## src/rtl/core/sq8_pkg.sv

```systemverilog
// ----------------------------------------------------------------------------
// sq8_pkg: shared types and constants
// Widths, opcodes, and the state type for the list scan top-k block.
// ----------------------------------------------------------------------------
package sq8_pkg;

  localparam int unsigned DimMax = 64;
  localparam int unsigned KMax   = 16;

  localparam int unsigned DistW  = 40;
  localparam int unsigned IdW    = 31;
  localparam int unsigned CountW = 32;

  localparam logic [DistW-1:0] DistSat = {DistW{1'b1}};

  typedef enum logic [1:0] {
    OpLoad   = 2'd0,
    OpStart  = 2'd1,
    OpCode   = 2'd2,
    OpFinish = 2'd3
  } op_e;

  typedef enum logic [1:0] {
    StIdle,
    StDecode,
    StEmit
  } state_e;

  localparam logic CfgResultCount = 1'b0;
  localparam logic CfgDimsInUse   = 1'b1;

  // control from the top level to each cell of the kept list
  typedef struct packed {
    logic clear;
    logic insert;
    logic shift;
  } cell_ctrl_t;

endpackage

```

## src/rtl/core/sq8_cell.sv

```systemverilog
// ----------------------------------------------------------------------------
// sq8_cell: one slot of the sorted kept list
// Holds a distance and an id; takes the new entry or the left neighbor's one.
// ----------------------------------------------------------------------------
module sq8_cell (
  input  logic                        clk_i,
  input  logic                        rst_ni,
  input  sq8_pkg::cell_ctrl_t         ctrl_i,
  input  logic                        in_range_i,
  input  logic [sq8_pkg::DistW-1:0]   new_dist_i,
  input  logic [sq8_pkg::IdW-1:0]     new_id_i,
  input  logic                        left_valid_i,
  input  logic                        left_greater_i,
  input  logic [sq8_pkg::DistW-1:0]   left_dist_i,
  input  logic [sq8_pkg::IdW-1:0]     left_id_i,
  output logic                        valid_o,
  output logic                        greater_o,
  output logic [sq8_pkg::DistW-1:0]   dist_o,
  output logic [sq8_pkg::IdW-1:0]     id_o
);

  logic                      valid_q, valid_d;
  logic [sq8_pkg::DistW-1:0] dist_q, dist_d;
  logic [sq8_pkg::IdW-1:0]   id_q, id_d;

  // strictly greater: ties keep arrival order
  assign greater_o = valid_q && (dist_q > new_dist_i);
  assign valid_o   = valid_q;
  assign dist_o    = dist_q;
  assign id_o      = id_q;

  always_comb begin
    valid_d = valid_q;
    dist_d  = dist_q;
    id_d    = id_q;
    if (ctrl_i.clear) begin
      valid_d = 1'b0;
    end else if (ctrl_i.insert && in_range_i) begin
      if (greater_o || !valid_q) begin
        if (left_greater_i) begin
          valid_d = left_valid_i;
          dist_d  = left_dist_i;
          id_d    = left_id_i;
        end else begin
          valid_d = 1'b1;
          dist_d  = new_dist_i;
          id_d    = new_id_i;
        end
      end
    end else if (ctrl_i.shift) begin
      // trim slots beyond k
      if (!in_range_i) valid_d = 1'b0;
    end
  end

  always_ff @(posedge clk_i or negedge rst_ni) begin
    if (!rst_ni) begin
      valid_q <= 1'b0;
    end else begin
      valid_q <= valid_d;
    end
  end

  always_ff @(posedge clk_i) begin
    dist_q <= dist_d;
    id_q   <= id_d;
  end

endmodule

```

## config.mk

```make
export PLATFORM = sky130hd
export DESIGN_NAME = sq8_cell
export DESIGN_NICKNAME = d
export VERILOG_FILES = /design/src/rtl/core/sq8_pkg.sv /design/src/rtl/core/sq8_cell.sv
export SDC_FILE = /design/constraint.sdc
export NUM_CORES = 1
export LEC_CHECK = 0
export ABC_AREA = 1
export BUFFER_PORTS_ARGS = -buffer_cell sky130_fd_sc_hd__buf_2
export CORE_ASPECT_RATIO = 1.2
export CORE_MARGIN = 1
export CORE_UTILIZATION = 45
export DETAILED_ROUTE_END_ITERATION = 6
export MAX_ROUTING_LAYER = met4
export PLACE_DENSITY = 0.81
export SYNTH_ARGS = -nofsm -noshare
export SYNTH_HDL_FRONTEND = slang
export SYNTH_SLANG_ARGS = --single-unit
```

## constraint.sdc

```tcl
create_clock -name clk_i -period 11 [get_ports clk_i]
set_input_delay 2.75 -clock clk_i [delete_from_list [all_inputs] [get_ports clk_i]]
set_output_delay 2.75 -clock clk_i [all_outputs]
set_load 0.01 [all_outputs]
```

* After elaboration in Yosys (flattened, before gate mapping)
Cells that the tools add are included.
** Word-level totals
- Register bits after elaboration :: 72
- Input bits :: 150
- Output and inout port bits :: 73
- Word-level logic and storage cells :: 22
** Cells by class
- Magnitude comparators :: 1
- Equal/unequal tests :: 2
- Mux-type cells :: 8
- Bitwise operators :: 1
- Reductions and logical operators :: 7
** Operators by type and width (number)
- 40-bit greater-than comparator :: 1
- 40-bit two-way mux :: 1
- 31-bit two-way mux :: 1
- 1-bit two-way mux :: 6
- 3-bit by 2-bit != test with 1-bit output, second input constant :: 2
- 3-bit AND reduction :: 2
- 3-bit nonzero test :: 1
- 1-bit logical AND :: 2
- 1-bit zero test :: 1
- 1-bit logical OR :: 1
- 1-bit NOT :: 1

* Depth between registers and ports, before layout
- Depth after elaboration :: 6
- Gate-level depth with buffers :: 15
- Depth with buffers taken out :: 15

* Worst setup path before layout
No wires, ideal clock.
- Path type :: input -> output
- From :: input new_dist_i[39] (netlist bit)
- To :: output greater_o
- Data arrival time :: 3.925 ns
- Required time :: 8.250 ns
- Path slack :: 4.325 ns
- Stages on the path :: 11
- Path buffers :: 0
- Cell sequence :: inv_1 > ha_1 > nand2_1 > nor2_2 > and2_4 > nand3_2 > nor2_2 > nand2_1 > nand3_2 > nand2_2 > nor2_1
** Between the ends
- Longest elaborated chain between the ends :: 2
** Ends and longest elaborated chain
- from (decl) :: line sq8_cell.sv:10 : input logic [sq8_pkg::DistW-1:0] new_dist_i,
- 40-bit greater-than comparator :: line sq8_cell.sv:27 : assign greater_o = valid_q && (dist_q > new_dist_i);
- 1-bit logical AND :: line sq8_cell.sv:27
- to (decl) :: line sq8_cell.sv:17 : output logic greater_o,
Every way passes these cells.

* Worst setup path after layout
- From :: input new_dist_i[23] (netlist bit)
- To :: output greater_o
Same word-level chain as after synthesis.

==> summary.md <==
| Metric | Value |
|---|---|
| Placed cell area | roughly 5300 um2 |
| Reg clk slew, reported paths | approximately 0.080 ns |
| 1st-iter DRT viols | 125 |
| Area leader, netlist | edfxtp_1 |
| Syn-to-layout area delta | 34.9% |
| Synth Area per Inst | between 10 and 15 um2 |
| Switching share of total power | ~24% |
| Largest net degree at the start of global routing | approximately 110 |
| TritonRoute pass-1 iters | 4 |
| Tmin final | around 7.0 ns |
| Fin area | approximately 5500 um2 |
| Post-Place Cells | just over 700 |
| Leak Pwr | about 2.8 nW |
| Comb pwr share | 15.5% |
| Fmax | between 100 and 150 MHz |
| Peak supply drop | ~0.10 mV |
| Synth Cell Area | roughly 4100 um2 |
| Reg2Reg Launch Point | dist_o[35] |
| CP arrival | 4.25 ns |
| Core area | between 8000 and 9000 um2 |
| Reg2reg end | dist_o[2] |
| WP data required | 8.25 ns |
| Port Buffers | ~220 |
| Share of total power in sequential cells | 49.4% |
| Ys Warns | 0 |
| Setup crit start kind | primary input |
| Tot Pwr | roughly 640 uW |
| GRT overflow | 0 |
| Initial antenna violation count | 0 |
| Global-route wire length before repair | around 15000 um |
| CTS tree | yes |
| GP Congestion | ~0.83 |
| IO Pins | approximately 220 |
| Register area | 2160 um2 |
| Worst skew pair latency | between 0.3 and 0.4 ns |
| Die boundary height | ~110 um |
| Fin crit share | 63.6% |
| Relative slew slack | 23.6% |
| Full die area | 9520 um2 |
| DIE WIDTH | roughly 90 um |
| Crit Path Max Fanout | 3 |
| Hold depth | 2 |
| Final ANT Viol Nets | 0 |
| Commonest non-fill, non-tap cell in the layout | buf_2 |
| Share of the synthesized area in the top cell type | 51.9% |
| Num CTS Buffers | 9 |
| # setup viols final | 0 |
| Final wirelength | slightly below 10000 um |
| Post-synth ARST share | 1.39% |
| Area contributors post-synth | edfxtp_1, ha_1, mux2_2 |
| Hold Crit Start | valid_o |
| Least-Margin Pin Slew | 1.14 ns |
| Sw power | 155 uW |
| Ys flop type | edfxtp_1 |
| Syn Nets | 585 |
| Resize count post-CTS | 0 |
| Pint | slightly below 500 uW |
| Setup TNS | 0 ns |
| DRC | 0 |
| Diodes inserted | 0 |
| Row cnt | 37 |
| Endpoints failing hold | 0 |
| Area of the multi-input gates | approximately 1700 um2 |
| Overall routing resource usage | around 22% |
| Seq/Total Area, Yosys | between 50% and 60% |
| Clock root cell | clkbuf_8 |
| Worst setup EP type | output port |
| Fill cell count | between 700 and 800 |
| Via density | around 4.7 |
| Vias | around 3500 |
| Clk sinks | a little over 70 |
| Initial Util | between 40% and 50% |
| Syn Inst Count | between 300 and 400 |
| Core Util, Final | a little under two thirds |
| Outcome | complete, no violations |
| Post-CTS setup buffers | 0 |
| Clk pwr share | approximately a third |
| Skew final | approximately 0.012 ns |
| Min-Delay Path Class | register to register |
| Number of global-route vias before repair | ~3600 |
| DP HPWL | between 7000 and 8000 um |
| Max_cap viols | 0 |
| Worst Hold End | valid_o |
| Commonest non-fill, non-tap cells in the layout | buf_2, nand2_1, edfxtp_1, inv_1 |
| Clk buf depth | 2 |
| Fin. max-slew vios | 0 |
| Post-synth EDFFs | 71 |
| CTS H-Tree Depth | 3 |
| Reg2Reg Setup Slack | between 7 and 8 ns |
| Kind of critical path | primary input to output port |
| CP Launch Point | new_dist_i[23] |
| Final nets | just over 800 |
| Flops & latches, synth | 72 |
| Final std cells w/o fill | around 740 |
| Layout cells sized above 1 | about 45% |
| RSZ-0062 raised after global routing | false |
| Cells on worst reg2reg path | 11 |
| WL per Instance | 13.3 um |
| Pwr dens | roughly 120 nW/um2 |
| Netlist cell types | 24 |
| Hold_buf cts | 0 |
Yosys cell counts (2+ instances only):
cell type  count
nand2_1       92
edfxtp_1      71
inv_1         60
ha_1          40
o21ai_0       40
mux2_2        32
a21oi_1       14
nor2_1        13
clkbuf_1       7
buf_2          5
nand3_1        4
nand3_2        3
a21o_1         2
nor2_2         2
registers in the layout, summed over array words and instances (netlist names):
| name | cells |
|---|---|
| dist_o | 40 |
| id_o | 31 |
| valid_o | 1 |
routing by layer:
metal  GRT usage (%)  vias up  wire length (um)
li1                -     1781                 -
met4            8.39        0               175
met2            38.7      144              5040
met5               -        -                 0
met1            22.0     1556              3900
met3            6.62       16               696
worst max path at each step:
stage                      to
finish              greater_o
global route        greater_o
CTS                 greater_o
detailed placement  greater_o
global placement    greater_o
floorplan           greater_o
logic make-up (layout without fill, tap and decap cells):
kind of cell / Yosys count / after routing / synth area share, %
buf+inv: 72 / 298 / 6.73
simple gates: 118 / 118 / 11.8
fa+ha+maj: 40 / 40 / 12.2
flops: 72 / 72 / 52.5
compound gates: 61 / 61 / 8.10
mux: 32 / 32 / 8.77
power groups by stage:
stage          Clock [mW]  Sequential [mW]  Combinational [mW]
3_5_place_dp            0            0.324               0.100
4_1_cts             0.232            0.318               0.101
6_report            0.227            0.318              0.0996
2_1_floorplan           0            0.329              0.0500
5_1_grt             0.241            0.319               0.114
3_3_place_gp            0            0.324              0.0969
layout make-up:
class	instances	area share, %
repair buffers	223	20.2
well taps	117	2.64
clock inverters	6	1.53
inverters	60	4.06
clock buffers	9	2.23
flip-flops and latches	72	38.9
multi-input cells	251	30.4
critical path, cell delays in order:
cell and delay [ns]:
buf_2 0.08, inv_1 0.04, ha_1 0.28, nand2_1 0.05, inv_1 0.06, nand3_1 0.08, nor2_1 0.14, nand3_1 0.13
nor2_2 0.12, nand2_1 0.09, nand3_2 0.08, nand2_2 0.08, nor2_1 0.11, buf_2 0.14
stage by stage:
stage | setup WS, ns | hold WS (ns)
6_report | 4.00 | 0.695
2_1_floorplan | 4.32 | 0.628
3_5_place_dp | 3.98 | 0.668
3_3_place_gp | 4.05 | 0.634
5_1_grt | 3.76 | 0.724
4_1_cts | 3.97 | 0.690
No activity file was read; power rests on OpenSTA's default activity.
